<file path="config.mk">
export PLATFORM = sky130hd
export DESIGN_NAME = bencode_stream_tokenizer
export DESIGN_NICKNAME = d
export VERILOG_FILES = /design/src/hw/rtl/bst_pkg.sv /design/src/hw/rtl/bst_front.sv /design/src/hw/rtl/bst_core.sv /design/src/hw/rtl/bencode_stream_tokenizer.sv
export SDC_FILE = /design/constraint.sdc
export NUM_CORES = 1
export LEC_CHECK = 0
export ABC_AREA = 1
export BUFFER_PORTS_ARGS = -buffer_cell sky130_fd_sc_hd__buf_2
export CAP_MARGIN = 10
export CORE_UTILIZATION = 60
export CTS_BUF_LIST = sky130_fd_sc_hd__clkbuf_16
export DETAILED_ROUTE_END_ITERATION = 16
export HOLD_SLACK_MARGIN = 0.1
export PLACE_DENSITY = 0.74
export SETUP_SLACK_MARGIN = 0.02
export SYNTH_ARGS = -nofsm -noshare
export SYNTH_HDL_FRONTEND = slang
export SYNTH_HIERARCHICAL = 1
export SYNTH_SLANG_ARGS = --single-unit
</file>
<file path="constraint.sdc">
create_clock -name clk -period 8.4 [get_ports clk]
set_clock_uncertainty 0.1 [all_clocks]
set_input_delay 2.52 -clock clk [delete_from_list [all_inputs] [get_ports clk]]
set_output_delay 2.52 -clock clk [all_outputs]
set_load 0.01 [all_outputs]
</file>
<file path="src/hw/rtl/bst_pkg.sv">
// shared types, constants and codes for the bencode stream tokenizer
package bst_pkg;

    localparam int STACK_DEPTH = 32;
    localparam int DIGIT_LIMIT = 63;
    localparam int LENGTH_BITS = 32;

    localparam int DEPTH_W = $clog2(STACK_DEPTH + 1);
    localparam int IDX_W   = $clog2(STACK_DEPTH);
    localparam int QUEUE_DEPTH = 2;

    localparam logic [5:0] DEPTH_LIMIT_RESET = 6'd32;

    localparam logic [7:0] CH_E     = 8'h65;
    localparam logic [7:0] CH_COLON = 8'h3a;
    localparam logic [7:0] CH_MINUS = 8'h2d;
    localparam logic [7:0] CH_I     = 8'h69;
    localparam logic [7:0] CH_D     = 8'h64;
    localparam logic [7:0] CH_L     = 8'h6c;
    localparam logic [7:0] CH_ZERO  = 8'h30;
    localparam logic [7:0] CH_NINE  = 8'h39;

    localparam logic [1:0] SLOT_NONE  = 2'd0;
    localparam logic [1:0] SLOT_LIST  = 2'd1;
    localparam logic [1:0] SLOT_KEY   = 2'd2;
    localparam logic [1:0] SLOT_VALUE = 2'd3;

    localparam logic [3:0] EV_NONE   = 4'd0;
    localparam logic [3:0] EV_DICT   = 4'd1;
    localparam logic [3:0] EV_LIST   = 4'd2;
    localparam logic [3:0] EV_CLOSE  = 4'd3;
    localparam logic [3:0] EV_INT    = 4'd4;
    localparam logic [3:0] EV_HEADER = 4'd5;
    localparam logic [3:0] EV_BYTE   = 4'd6;
    localparam logic [3:0] EV_ERROR  = 4'd7;
    localparam logic [3:0] EV_DONE   = 4'd8;

    typedef enum logic [8:0] {
        PH_TOP        = 9'b000000001,
        PH_ITEM       = 9'b000000010,
        PH_INT_FIRST  = 9'b000000100,
        PH_INT_MINUS  = 9'b000001000,
        PH_INT_DIGITS = 9'b000010000,
        PH_STR_LEN    = 9'b000100000,
        PH_STR_BODY   = 9'b001000000,
        PH_DONE       = 9'b010000000,
        PH_ERROR      = 9'b100000000
    } phase_t;

    // one classified request waiting in the queue
    typedef struct packed {
        logic [7:0] data;
        logic       restart;
        logic       is_digit;
        logic [3:0] digit;
    } item_t;

endpackage

</file>
<file path="src/hw/rtl/bst_front.sv">
// front end: accepts bytes, classifies them and queues them for the core
module bst_front (
    input  logic           clk,
    input  logic           rst_n,
    input  logic           in_valid,
    output logic           in_stall,
    input  logic [7:0]     in_byte,
    input  logic           restart,
    output logic           q_valid,
    output bst_pkg::item_t q_item,
    input  logic           q_take
);

    bst_pkg::item_t entry_reg [bst_pkg::QUEUE_DEPTH];
    logic wptr_reg, rptr_reg;
    logic [1:0] count_reg, count_next;
    logic push;
    bst_pkg::item_t new_item;

    always_comb
    begin
        new_item.data     = in_byte;
        new_item.restart  = restart;
        new_item.is_digit = (in_byte >= bst_pkg::CH_ZERO) && (in_byte <= bst_pkg::CH_NINE);
        new_item.digit    = 4'(in_byte - bst_pkg::CH_ZERO);
        if (!new_item.is_digit)
        begin
            new_item.digit = 4'd0;
        end
    end

    assign in_stall = (count_reg == 2'(bst_pkg::QUEUE_DEPTH));
    assign push     = in_valid && !in_stall;
    assign q_valid  = (count_reg != 2'd0);
    assign q_item   = entry_reg[rptr_reg];

    always_comb
    begin
        count_next = count_reg;
        if (push && !q_take)
        begin
            count_next = count_reg + 2'd1;
        end
        else if (!push && q_take)
        begin
            count_next = count_reg - 2'd1;
        end
    end

    always_ff @(posedge clk or negedge rst_n)
    begin
        if (!rst_n)
        begin
            wptr_reg  <= 1'b0;
            rptr_reg  <= 1'b0;
            count_reg <= 2'd0;
        end
        else
        begin
            count_reg <= count_next;
            if (push)
            begin
                wptr_reg <= ~wptr_reg;
            end
            if (q_take)
            begin
                rptr_reg <= ~rptr_reg;
            end
        end
    end

    always_ff @(posedge clk)
    begin
        if (push)
        begin
            entry_reg[wptr_reg] <= new_item;
        end
    end

endmodule

</file>
<file path="src/hw/rtl/bst_core.sv">
// back end: parse state machine, nesting stack and result register
module bst_core (
    input  logic                  clk,
    input  logic                  rst_n,
    input  logic                  depth_limit_we,
    input  logic [5:0]            depth_limit,
    input  logic                  q_valid,
    input  bst_pkg::item_t        q_item,
    output logic                  q_take,
    output logic                  out_valid,
    input  logic                  out_stall,
    output logic [3:0]            event_kind,
    output logic signed [63:0]    int_value,
    output logic [31:0]           string_length,
    output logic [7:0]            payload_byte,
    output logic [5:0]            nest_depth,
    output logic                  is_key
);

    localparam int LB = bst_pkg::LENGTH_BITS;
    localparam int DW = bst_pkg::DEPTH_W;
    localparam int IW = bst_pkg::IDX_W;

    logic [5:0] limit_reg;

    bst_pkg::phase_t phase_reg, phase_next;
    logic [DW-1:0]   depth_reg, depth_next;
    logic [1:0]      top_reg, top_next;
    logic [63:0]     acc_reg, acc_next;
    logic            neg_reg, neg_next;
    logic [6:0]      dcnt_reg, dcnt_next;
    logic [LB-1:0]   brem_reg, brem_next;

    // entries below the top of the nesting stack; the top lives in top_reg
    logic [1:0] stack_reg [bst_pkg::STACK_DEPTH];
    logic          wr_en;
    logic [IW-1:0] wr_idx;
    logic [1:0]    below_slot;

    logic out_valid_reg;
    logic [3:0]  ev_reg, ev_next;
    logic [63:0] ival_reg, ival_next;
    logic [31:0] slen_reg, slen_next;
    logic [7:0]  pay_reg, pay_next;
    logic        key_reg, key_next;

    bst_pkg::phase_t cur_phase;
    logic [DW-1:0]   cur_depth;
    logic [1:0]      cur_top;
    logic [63:0]     cur_acc;
    logic            cur_neg;
    logic [6:0]      cur_dcnt;
    logic [LB-1:0]   cur_brem;

    logic [1:0]    slot;
    logic [66:0]   int_prod, int_lim;
    logic          int_bad;
    logic [LB+3:0] len_prod;
    logic          len_bad;
    logic [DW-1:0] lim_eff;
    logic [DW-1:0] pop_depth;
    logic [LB-1:0] brem_dec;
    logic          vd_en;
    logic [DW-1:0] vd_depth;
    logic [1:0]    vd_slot;
    logic          do_fail;
    logic          do_push;
    logic [1:0]    push_slot;
    logic [7:0]    b;

    assign q_take = q_valid && (!out_valid_reg || !out_stall);
    assign b      = q_item.data;

    always_comb
    begin
        if (q_item.restart)
        begin
            cur_phase = bst_pkg::PH_TOP;
            cur_depth = '0;
            cur_top   = bst_pkg::SLOT_NONE;
            cur_acc   = '0;
            cur_neg   = 1'b0;
            cur_dcnt  = '0;
            cur_brem  = '0;
        end
        else
        begin
            cur_phase = phase_reg;
            cur_depth = depth_reg;
            cur_top   = top_reg;
            cur_acc   = acc_reg;
            cur_neg   = neg_reg;
            cur_dcnt  = dcnt_reg;
            cur_brem  = brem_reg;
        end
    end

    assign slot       = (cur_depth == '0) ? bst_pkg::SLOT_NONE : cur_top;
    assign pop_depth  = cur_depth - DW'(1);
    assign below_slot = stack_reg[IW'(cur_depth - DW'(2))];
    assign lim_eff    = (DW'(limit_reg) < DW'(bst_pkg::STACK_DEPTH))
                        ? DW'(limit_reg) : DW'(bst_pkg::STACK_DEPTH);
    assign brem_dec   = (cur_brem != '0) ? cur_brem - LB'(1) : cur_brem;

    // value times ten plus digit, checked against the signed range
    assign int_prod = {cur_acc, 3'b000} + {2'b00, cur_acc, 1'b0} + 67'(q_item.digit);
    assign int_lim  = cur_neg ? (67'd1 << 63) : ((67'd1 << 63) - 67'd1);
    assign int_bad  = (cur_dcnt >= 7'(bst_pkg::DIGIT_LIMIT)) || (int_prod > int_lim);
    assign len_prod = {cur_brem, 3'b000} + {2'b00, cur_brem, 1'b0} + (LB+4)'(q_item.digit);
    assign len_bad  = (cur_dcnt >= 7'(bst_pkg::DIGIT_LIMIT)) || (len_prod[LB+3:LB] != 4'd0);

    always_comb
    begin
        phase_next = cur_phase;
        depth_next = cur_depth;
        top_next   = cur_top;
        acc_next   = cur_acc;
        neg_next   = cur_neg;
        dcnt_next  = cur_dcnt;
        brem_next  = cur_brem;
        ev_next    = bst_pkg::EV_NONE;
        ival_next  = '0;
        slen_next  = '0;
        pay_next   = '0;
        key_next   = 1'b0;
        vd_en      = 1'b0;
        vd_depth   = cur_depth;
        vd_slot    = slot;
        do_fail    = 1'b0;
        do_push    = 1'b0;
        push_slot  = bst_pkg::SLOT_KEY;

        case (cur_phase)
            bst_pkg::PH_TOP:
            begin
                if (b == bst_pkg::CH_D)
                begin
                    do_push = 1'b1;
                end
                else
                begin
                    do_fail = 1'b1;
                end
            end
            bst_pkg::PH_ITEM:
            begin
                if (b == bst_pkg::CH_E)
                begin
                    if (slot == bst_pkg::SLOT_VALUE || cur_depth == '0)
                    begin
                        do_fail = 1'b1;
                    end
                    else
                    begin
                        depth_next = pop_depth;
                        if (pop_depth == '0)
                        begin
                            ev_next    = bst_pkg::EV_DONE;
                            phase_next = bst_pkg::PH_DONE;
                        end
                        else
                        begin
                            ev_next  = bst_pkg::EV_CLOSE;
                            top_next = below_slot;
                            vd_en    = 1'b1;
                            vd_depth = pop_depth;
                            vd_slot  = below_slot;
                        end
                    end
                end
                else if (q_item.is_digit)
                begin
                    brem_next  = LB'(q_item.digit);
                    dcnt_next  = 7'd1;
                    phase_next = bst_pkg::PH_STR_LEN;
                end
                else if (slot == bst_pkg::SLOT_KEY)
                begin
                    do_fail = 1'b1;
                end
                else if (b == bst_pkg::CH_I)
                begin
                    acc_next   = '0;
                    neg_next   = 1'b0;
                    dcnt_next  = '0;
                    phase_next = bst_pkg::PH_INT_FIRST;
                end
                else if (b == bst_pkg::CH_L)
                begin
                    do_push   = 1'b1;
                    push_slot = bst_pkg::SLOT_LIST;
                end
                else if (b == bst_pkg::CH_D)
                begin
                    do_push = 1'b1;
                end
                else
                begin
                    do_fail = 1'b1;
                end
            end
            bst_pkg::PH_INT_FIRST, bst_pkg::PH_INT_MINUS, bst_pkg::PH_INT_DIGITS:
            begin
                if (cur_phase == bst_pkg::PH_INT_FIRST && b == bst_pkg::CH_MINUS)
                begin
                    neg_next   = 1'b1;
                    phase_next = bst_pkg::PH_INT_MINUS;
                end
                else if (cur_phase == bst_pkg::PH_INT_DIGITS && b == bst_pkg::CH_E)
                begin
                    ev_next   = bst_pkg::EV_INT;
                    ival_next = cur_neg ? (64'd0 - cur_acc) : cur_acc;
                    vd_en     = 1'b1;
                end
                else if (q_item.is_digit && !int_bad)
                begin
                    acc_next   = int_prod[63:0];
                    dcnt_next  = cur_dcnt + 7'd1;
                    phase_next = bst_pkg::PH_INT_DIGITS;
                end
                else
                begin
                    do_fail = 1'b1;
                end
            end
            bst_pkg::PH_STR_LEN:
            begin
                if (b == bst_pkg::CH_COLON)
                begin
                    ev_next   = bst_pkg::EV_HEADER;
                    slen_next = 32'(cur_brem);
                    key_next  = (slot == bst_pkg::SLOT_KEY);
                    if (cur_brem == '0)
                    begin
                        vd_en = 1'b1;
                    end
                    else
                    begin
                        phase_next = bst_pkg::PH_STR_BODY;
                    end
                end
                else if (q_item.is_digit && !len_bad)
                begin
                    brem_next = len_prod[LB-1:0];
                    dcnt_next = cur_dcnt + 7'd1;
                end
                else
                begin
                    do_fail = 1'b1;
                end
            end
            bst_pkg::PH_STR_BODY:
            begin
                ev_next   = bst_pkg::EV_BYTE;
                pay_next  = b;
                key_next  = (slot == bst_pkg::SLOT_KEY);
                brem_next = brem_dec;
                if (brem_dec == '0)
                begin
                    vd_en = 1'b1;
                end
            end
            bst_pkg::PH_DONE:
            begin
                ev_next = bst_pkg::EV_NONE;
            end
            bst_pkg::PH_ERROR:
            begin
                ev_next = bst_pkg::EV_ERROR;
            end
            default:
            begin
                do_fail = 1'b1;
            end
        endcase

        if (do_push)
        begin
            if (cur_depth >= lim_eff)
            begin
                do_fail = 1'b1;
            end
            else
            begin
                top_next   = push_slot;
                depth_next = cur_depth + DW'(1);
                phase_next = bst_pkg::PH_ITEM;
                ev_next    = (push_slot == bst_pkg::SLOT_LIST) ? bst_pkg::EV_LIST
                                                               : bst_pkg::EV_DICT;
            end
        end

        if (vd_en)
        begin
            if (vd_depth == '0)
            begin
                phase_next = bst_pkg::PH_DONE;
            end
            else
            begin
                phase_next = bst_pkg::PH_ITEM;
                if (vd_slot == bst_pkg::SLOT_KEY)
                begin
                    top_next = bst_pkg::SLOT_VALUE;
                end
                else if (vd_slot == bst_pkg::SLOT_VALUE)
                begin
                    top_next = bst_pkg::SLOT_KEY;
                end
            end
        end

        if (do_fail)
        begin
            phase_next = bst_pkg::PH_ERROR;
            ev_next    = bst_pkg::EV_ERROR;
            depth_next = cur_depth;
            top_next   = cur_top;
        end
    end

    // old top goes down into the stack when a container opens
    assign wr_en  = do_push && !do_fail && (cur_depth != '0);
    assign wr_idx = IW'(cur_depth - DW'(1));

    always_ff @(posedge clk)
    begin
        if (q_take && wr_en)
        begin
            stack_reg[wr_idx] <= cur_top;
        end
    end

    always_ff @(posedge clk or negedge rst_n)
    begin
        if (!rst_n)
        begin
            limit_reg     <= bst_pkg::DEPTH_LIMIT_RESET;
            phase_reg     <= bst_pkg::PH_TOP;
            depth_reg     <= '0;
            top_reg       <= bst_pkg::SLOT_NONE;
            acc_reg       <= '0;
            neg_reg       <= 1'b0;
            dcnt_reg      <= '0;
            brem_reg      <= '0;
            out_valid_reg <= 1'b0;
        end
        else
        begin
            if (depth_limit_we)
            begin
                limit_reg <= depth_limit;
            end
            if (q_take)
            begin
                phase_reg <= phase_next;
                depth_reg <= depth_next;
                top_reg   <= top_next;
                acc_reg   <= acc_next;
                neg_reg   <= neg_next;
                dcnt_reg  <= dcnt_next;
                brem_reg  <= brem_next;
            end
            if (q_take)
            begin
                out_valid_reg <= 1'b1;
            end
            else if (!out_stall)
            begin
                out_valid_reg <= 1'b0;
            end
        end
    end

    always_ff @(posedge clk)
    begin
        if (q_take)
        begin
            ev_reg   <= ev_next;
            ival_reg <= ival_next;
            slen_reg <= slen_next;
            pay_reg  <= pay_next;
            key_reg  <= key_next;
        end
    end

    logic [5:0] depth_out_reg;

    always_ff @(posedge clk)
    begin
        if (q_take)
        begin
            depth_out_reg <= 6'(depth_next);
        end
    end

    assign out_valid     = out_valid_reg;
    assign event_kind    = ev_reg;
    assign int_value     = ival_reg;
    assign string_length = slen_reg;
    assign payload_byte  = pay_reg;
    assign nest_depth    = depth_out_reg;
    assign is_key        = key_reg;

`ifndef ASSERT_OFF
    a_depth_bound: assert property (@(posedge clk) disable iff (!rst_n)
        depth_reg <= DW'(bst_pkg::STACK_DEPTH))
        else $error("nesting depth beyond stack size");

    a_done_empty: assert property (@(posedge clk) disable iff (!rst_n)
        phase_reg == bst_pkg::PH_DONE |-> depth_reg == '0)
        else $error("document done with open containers");

    a_inner_nonempty: assert property (@(posedge clk) disable iff (!rst_n)
        (phase_reg == bst_pkg::PH_ITEM || phase_reg == bst_pkg::PH_STR_BODY ||
         phase_reg == bst_pkg::PH_INT_DIGITS) |-> depth_reg != '0)
        else $error("parsing a value outside any container");

    a_int_clean: assert property (@(posedge clk) disable iff (!rst_n)
        out_valid_reg && ev_reg == bst_pkg::EV_INT |-> slen_reg == '0 && pay_reg == '0)
        else $error("integer event carries string fields");
`endif

endmodule

</file>
<file path="src/hw/rtl/bencode_stream_tokenizer.sv">
// top level of the bencode stream tokenizer
// Usage:
//   input channel: in_byte and restart, a request taken when in_valid is high
//   and in_stall is low. restart set on a byte clears the parse state and
//   treats that byte as the first of a new document.
//   output channel: one event per input byte (event_kind with int_value,
//   string_length, payload_byte, nest_depth, is_key), taken when out_valid
//   is high and out_stall is low.
//   depth_limit_we writes depth_limit, the greatest nesting depth; write it
//   only while no request is in flight.
// Timing: one byte per cycle sustained while the output is not stalled;
//   a taken byte is first written into the two-entry input queue, and the
//   parse state machine then registers its event in the output register,
//   doing the decimal accumulate or the stack push or pop in the same
//   combinational step as that event.
// Reset: clears the queue, the parse state and the output valid flag, and sets
//   depth_limit to 32; the stack contents need no clearing.
// Stall: the output register holds its event; the queue absorbs up to two
//   further bytes, then in_stall rises until the event is taken.
module bencode_stream_tokenizer (
    input  logic               clk,
    input  logic               rst_n,
    input  logic               in_valid,
    output logic               in_stall,
    input  logic [7:0]         in_byte,
    input  logic               restart,
    input  logic               depth_limit_we,
    input  logic [5:0]         depth_limit,
    output logic               out_valid,
    input  logic               out_stall,
    output logic [3:0]         event_kind,
    output logic signed [63:0] int_value,
    output logic [31:0]        string_length,
    output logic [7:0]         payload_byte,
    output logic [5:0]         nest_depth,
    output logic               is_key
);

    logic           q_valid;
    logic           q_take;
    bst_pkg::item_t q_item;

    bst_front u_front (
        .clk      (clk),
        .rst_n    (rst_n),
        .in_valid (in_valid),
        .in_stall (in_stall),
        .in_byte  (in_byte),
        .restart  (restart),
        .q_valid  (q_valid),
        .q_item   (q_item),
        .q_take   (q_take)
    );

    bst_core u_core (
        .clk            (clk),
        .rst_n          (rst_n),
        .depth_limit_we (depth_limit_we),
        .depth_limit    (depth_limit),
        .q_valid        (q_valid),
        .q_item         (q_item),
        .q_take         (q_take),
        .out_valid      (out_valid),
        .out_stall      (out_stall),
        .event_kind     (event_kind),
        .int_value      (int_value),
        .string_length  (string_length),
        .payload_byte   (payload_byte),
        .nest_depth     (nest_depth),
        .is_key         (is_key)
    );

endmodule
</file>
==> impl_metrics.csv, run 1 <==
group,metric,value,unit
routing,post_drt_wl_per_cell,19.2,um
routing,ant_nets,0,
cts,clock_sinks,339,
cts,tritoncts,"built",
sta,clock.fmax,129,MHz
placement,place_congestion,1.03,
global_routing,grt_max_degree,166,
setup_path,arrival,7.93,ns
synthesis,synth-main-ff-cell,"edfxtp_1",
placement,hpwlAfterDp,64300,um
synthesis,syn-cell-area,0.0281,sq mm
power_and_ir_drop,power_density,337,mW/mm^2
setup_path,crit_required,8.56,ns
floorplanning,num_rows,78,
sta,tightest_slew,1.10,ns
global_routing,grtUsageMet1,52.1,%
synthesis,synth_cells,3787,
setup_path,reg2reg_depth,37,
cts,clockBufferDepth,3,
synthesis,synth_top_area_share,22.1,%
setup_path,crit_type,"flop to flop",
final_layout,syn_to_final_growth,8.43,%
hold_path,worstHoldPathCells,2,
sta,rsz0062_at_grt,"no",
final_layout,postLayoutCoreUtil,66.6,%
setup_path,crit_path_start_kind,"flop",
synthesis,syn-num-nets,4083,
setup_path,slowest_delay,0.45,ns
final_layout,instances_no_fill,4519,
placement,dp.cells,4449,
global_routing,grtUsageMet3,6.39,%
global_routing,overflow,0,
synthesis,synth_edf_count,207,
setup_path,path_common_cell,"nand2_1",
cts,h-tree-depth,2,
routing,drt_iter0_drc,3180,
sta,tns,0,ns
cts,holdBufCountCts,0,
final_layout,final_cell_mix,"nand2_1, nor2_1, inv_1",
routing,drc,0,
setup_path,critPathSlowestCell,"mux2_4",
routing,vias,27241,
floorplanning,die_y,219,um
global_routing,first_global_vias,25327,
sta,hold_violations,0,
floorplanning,fp.dieW,219,um
global_routing,met2_usage,54.9,%
power_and_ir_drop,p_leak,15.0,nW
setup_path,crit_fanout,39,
cts,clk_latency,0.58,ns
sta,min_period,7.78,ns
final_layout,fin_nets,4185,
run,drv_cap,0,
synthesis,synthArstFlopShare,38.9,%
floorplanning,initial_utilization,61.5,%
placement,portBuffers,136,
routing,dr.pass1.iters,6,
status,status,"finished clean",
setup_path,endpoint_kind,"flop",
power_and_ir_drop,irDropWorstVdd,310,uV
synthesis,synth_cell_types,70,
floorplanning,io_pins,137,
final_layout,antenna_cells,0,
floorplanning,fp.dieArea,0.0478,sq mm
sta,finalSetupViolations,0,
cts,clkTransAtPathRegs,0.06,ns
global_routing,grt_pass1_wl,137000,um
synthesis,seq_area_frac_synth,33.8,%
synthesis,ys_ff_latch,339,
global_routing,grt.busiest_layer,"met2",
synthesis,yosysWarningCount,6,
final_layout,final_common_cell,"nand2_1",
hold_path,hold_path.class,"flop to flop",
routing,viasPerCell,6.03,
global_routing,antenna_found_initial,0,
cts,cts-root-buf,"clkbuf_16",
routing,drt-total-wl,86800,um
final_layout,drive_gt1_share,8.29,%
synthesis,ys_top_cells_by_area,"edfxtp_1, ha_1, dfrtp_1",
synthesis,synth_top_cell_by_area,"edfxtp_1",
sta,slew-limit-headroom,26.3,%
synthesis,synth.avg_cell_area,7.43,sq um
sta,slew_violations,0,
cts,cts_buffers,38,
global_routing,grt_usage,36.3,%
sta,post-route-period-util,92.6,%
floorplanning,core,0.0458,sq mm
==> synth_stat cells, drive strengths merged, types with 41 or more instances <==
cell    count
a21oi     346
buf        41
clkbuf     57
dfrtp     130
edfxtp    207
ha        273
inv       497
nand2     725
nand3     161
nand4      46
nor2      562
nor3       75
o21ai     262
xor2       74
==> worst paths after layout <==
path	startpoint	end	slack, ns
max	u_front/rptr_reg$_DFFE_PN0P_	u_core/stack_reg[17][0]$_DFFE_PP_	0.62
min	u_core/phase_reg[0]$_DFFE_PN1P_	u_core/phase_reg[0]$_DFFE_PN1P_	0.38
max reg2reg	u_front/rptr_reg$_DFFE_PN0P_	u_core/stack_reg[17][0]$_DFFE_PP_	0.62
min reg2reg	u_core/phase_reg[0]$_DFFE_PN1P_	u_core/phase_reg[0]$_DFFE_PN1P_	0.38
max in group asynchronous	rst_n	u_core/acc_reg[42]$_DFFE_PN0P_	4.93
min in group asynchronous	rst_n	u_core/brem_reg[14]$_DFFE_PN0P_	1.85
==> stage by stage <==
step	area, sq um	power [mW]	worst slack [ns]	hold WS, ns
floorplan	28100	6.93	0.883	0.342
global placement	29300	8.49	0.601	0.362
detailed placement	29300	8.56	0.464	0.361
CTS	30500	10.2	0.306	0.372
global route	30500	11.1	0.0288	0.396
finish	30500	10.3	0.624	0.378
==> worst max-delay path: cells and delay by family (launching register included) <==
| kind | cells | cell delay [ns] |
|---|---|---|
| AND/OR/NAND/NOR | 17 | 2.37 |
| buffers and inverters | 5 | 0.80 |
| flip-flops | 1 | 0.39 |
| adder cells (fa/ha/maj) | 3 | 0.98 |
| multiplexers | 1 | 0.45 |
| AO/OA/AOI/OAI | 10 | 2.13 |
| XOR/XNOR | 1 | 0.21 |
==> cells by family after synthesis <==
logic type / after synthesis / share of synthesized area, %
compound gates: 823 / 16.6
buf+inv: 600 / 8.45
simple gates: 1620 / 24.4
xor+xnor: 111 / 3.48
flops: 339 / 33.8
fa+ha+maj: 276 / 12.4
mux: 18 / 0.841
==> layer usage <==
layer | part of all wire [%] | vias up | routed length (um)
met5 | 0 | - | 0
met4 | 3.1 | 0 | 2730
met3 | 10 | 190 | 8690
met2 | 43 | 1405 | 37600
met1 | 44 | 12613 | 37800
li1 | - | 13033 | -
==> where the power goes <==
| part | internal (mW) | total, mW | switching [mW] |
|---|---|---|---|
| Combinational | 1.92 | 6.14 | 4.22 |
| Clock | 0.881 | 1.61 | 0.728 |
| Sequential | 2.33 | 2.54 | 0.211 |
| Total | 5.13 | 10.3 | 5.16 |
==> cell type report <==
type                       count  area (sq um)
tap                          600           751
timing repair buffer         160           880
sequential                   339          9520
clock buffer                  39           976
clock inverter                31           193
inverter                     502          1900
fill                        4145         15300
multi-input combinational   2848         16300
==> timing repair <==
action                                  in CTS  in global routing
endpoints found under the setup margin       0                 98
gates resized for setup                      0                  9
buffers inserted                             0                  0
No activity file was read; power rests on OpenSTA's default activity.
==> run 2: changes to the inputs <==
ABC_AREA = unset   (was 1)
CTS_BUF_LIST = unset   (was sky130_fd_sc_hd__clkbuf_16)
==> run 2 against run 1 <==
Net effect: fmax down 4.4%; critical path type unchanged; synthesized cell count fell by 25%; global-route usage is 0.84 points lower; via count down 14%; power down 41%; synthesized area is 7.3% lower; largest cell class unchanged.
==> impl_metrics.csv, run 2 <==
group,metric,value,unit
status,status,"finished clean",
synthesis,syn-num-nets,3123,
global_routing,antenna_found_initial,0,
cts,cts_buffers,38,
cts,clock_sinks,339,
global_routing,grt_max_degree,91,
power_and_ir_drop,irDropWorstVdd,315,uV
synthesis,synth_edf_count,207,
floorplanning,fp.dieArea,0.0443,sq mm
routing,drt-total-wl,79400,um
final_layout,final_cell_mix,"ha_1, nor2_1, nand2_1",
routing,drt_iter0_drc,2643,
power_and_ir_drop,power_density,208,mW/mm^2
sta,finalSetupViolations,0,
global_routing,overflow,0,
final_layout,drive_gt1_share,13.7,%
power_and_ir_drop,clockPowerShare,28.1,%
synthesis,ys_ff_latch,339,
global_routing,grt_pass1_wl,123000,um
floorplanning,core,0.0424,sq mm
sta,slew_violations,0,
routing,vias,23377,
power_and_ir_drop,p_comb_share,35.5,%
placement,portBuffers,136,
floorplanning,die_y,210,um
sta,holdWs,0.391,ns
global_routing,grt_usage,35.5,%
power_and_ir_drop,p_leak,12.9,nW
synthesis,synth_cell_types,97,
setup_path,crit_path_start_kind,"flop",
sta,clock.fmax,123,MHz
power_and_ir_drop,p_int,3.72,mW
synthesis,yosysMostFrequentCell,"nor2_1",
final_layout,postLayoutCoreUtil,68.4,%
global_routing,first_global_vias,22262,
placement,place_congestion,1.00,
power_and_ir_drop,switching_share,38.2,%
final_layout,final_common_cell,"ha_1",
synthesis,synth-main-ff-cell,"edfxtp_1",
synthesis,synthArstFlopShare,38.9,%
floorplanning,fp.dieW,210,um
final_layout,syn_to_final_growth,11.2,%
synthesis,ys_top_cells_by_count,"nor2_1, ha_1, nand2_1, a21oi_1, edfxtp_1",
cts,h-tree-depth,2,
setup_path,reg2reg_setup_slack,0.26,ns
power_and_ir_drop,power.switching,2.30,mW
sta,min_period,8.14,ns
setup_path,crit_fanout,14,
power_and_ir_drop,seqPwrFrac,36.4,%
routing,drc,0,
setup_path,crit_type,"flop to flop",
routing,ant_nets,0,
run,drv_cap,0,
synthesis,yosysWarningCount,6,
sta,hold_violations,0,
cts,clk_latency,0.58,ns
sta,post-route-period-util,96.9,%
synthesis,syn-cell-area,0.0261,sq mm
setup_path,endpoint_kind,"flop",
routing,viasPerCell,6.63,
cts,cts-root-buf,"clkbuf_16",
synthesis,synth_top_area_share,23.8,%
synthesis,synth.avg_cell_area,9.22,sq um
cts,clkTransAtPathRegs,0.06,ns
floorplanning,num_rows,75,
synthesis,ys_top_cells_by_area,"edfxtp_1, ha_1, dfrtp_1",
synthesis,synth_cells,2827,
setup_path,arrival,8.30,ns
sta,slew-limit-headroom,13.4,%
synthesis,seq_area_frac_synth,36.5,%
synthesis,synth_top_cell_by_area,"edfxtp_1",
final_layout,fin_nets,3214,
sta,tightest_slew,1.29,ns
routing,dr.pass1.iters,6,
setup_path,crit_required,8.57,ns
cts,tritoncts,"built",
final_layout,antenna_cells,0,
floorplanning,io_pins,137,
hold_path,hold_path.class,"flop to flop",
cts,clockBufferDepth,3,
placement,hpwlAfterDp,57600,um
floorplanning,initial_utilization,61.5,%
routing,post_drt_wl_per_cell,22.5,um
==> run 2: changes by cell type in the layout (fill, tap and decap cells not counted), moves of 27 or more <==
cell     delta
inv_1     -411
o31ai_1    +27
a21o_1     +31
xnor2_1    +38
o21ai_0    -68
nor2b_1    +81
nor2_1    -279
a21oi_1   -137
nand2_1   -465
nand3_1    -84
a22o_1     +72
==> run 2: area by class of cell <==
cell class,instances,area (sq um)
Clock inverter,29,297
Tap cell,577,722
Fill cell,3355,13400
Inverter,80,305
Timing Repair Buffer,189,1120
Sequential cell,339,9520
Clock buffer,41,962
Multi-Input combinational cell,2270,16100
==> run 2: worst max-delay path, cell delays in order, from the launching register on <==
cell and delay (ns):
dfrtp_1 0.41, buf_8 0.21, mux2_2 0.41, xor2_1 0.18, ha_1 0.35, fa_2 0.39
a211oi_2 0.26, o21ai_2 0.15, o2111ai_4 0.29, a2111oi_4 0.16, o311ai_4 0.42, a21oi_2 0.15
a21oi_2 0.21, o21bai_2 0.11, a221o_1 0.34, a21oi_2 0.17, xnor2_2 0.15, ha_1 0.27
nand4_1 0.14, nor3_2 0.07, a2111oi_0 0.37, o21ai_1 0.13, a311oi_1 0.32, o221ai_2 0.20
or4_4 0.53, a221o_2 0.44, or4_4 0.69, nor2_2 0.20
==> run 2: layer usage <==
metal / track usage, % / part of all wire (%) / vias to the layer above / routed length [um]
met4: 13.7 / 3.4 / 0 / 2720
met3: 7.63 / 10 / 205 / 7950
li1: - / - / 10725 / -
met5: 0 / 0 / - / 0
met2: 54.0 / 44 / 1251 / 34700
met1: 49.5 / 43 / 11196 / 34000
==> run 2: power groups by stage <==
stage	Combinational (mW)	Sequential [mW]	Clock, mW
2_1_floorplan	1.30	2.33	0
6_report	2.14	2.19	1.69
5_1_grt	2.26	2.22	1.77
3_5_place_dp	2.06	2.22	0
4_1_cts	2.07	2.19	1.72
3_3_place_gp	2.03	2.21	0
==> run 2: logic make-up after synthesis <==
logic type / count (synthesis) / share of synthesized area, %
DFF: 339 / 36.5
and+or+nand+nor: 983 / 18.5
xor gates and xnor gates: 175 / 5.88
AOI/OAI and AO/OA: 784 / 19.5
adders and majority gates: 276 / 13.3
buffers and inverters: 218 / 3.44
muxes: 52 / 2.78
==> run 2: timing repair <==
action	4_1_cts	5_1_grt
hold buffers	0	0
setup buffers	0	2
endpoints found under the setup margin	24	139
gates resized for setup	3	32
pin swaps	0	8
==> run 2: worst paths after layout <==
path / start / to / cells past startpoint
max: u_front/rptr_reg$_DFFE_PN0P_ / u_core/stack_reg[14][0]$_DFFE_PP_ / 27
min: u_core/acc_reg[31]$_DFFE_PN0P_ / u_core/acc_reg[31]$_DFFE_PN0P_ / 1
max reg2reg: u_front/rptr_reg$_DFFE_PN0P_ / u_core/stack_reg[14][0]$_DFFE_PP_ / 27
min reg2reg: u_core/acc_reg[31]$_DFFE_PN0P_ / u_core/acc_reg[31]$_DFFE_PN0P_ / 1
max in group asynchronous: rst_n / u_core/neg_reg$_DFFE_PN0P_ / 2
min in group asynchronous: rst_n / u_core/acc_reg[34]$_DFFE_PN0P_ / 1
==> run 2: stage by stage <==
step	setup slack [ns]	instance area, sq um	TNS, ns	power, mW	std cells
after detailed placement	-0.0268	27600	-0.0735	4.28	3451
after floorplan	-0.140	26500	-4.12	3.62	2827
after global routing	-0.0385	29000	-0.208	6.25	3525
after CTS	0.0650	28800	0	5.98	3521
final	0.264	29000	0	6.02	3525
after global placement	0.0724	27600	0	4.24	3451
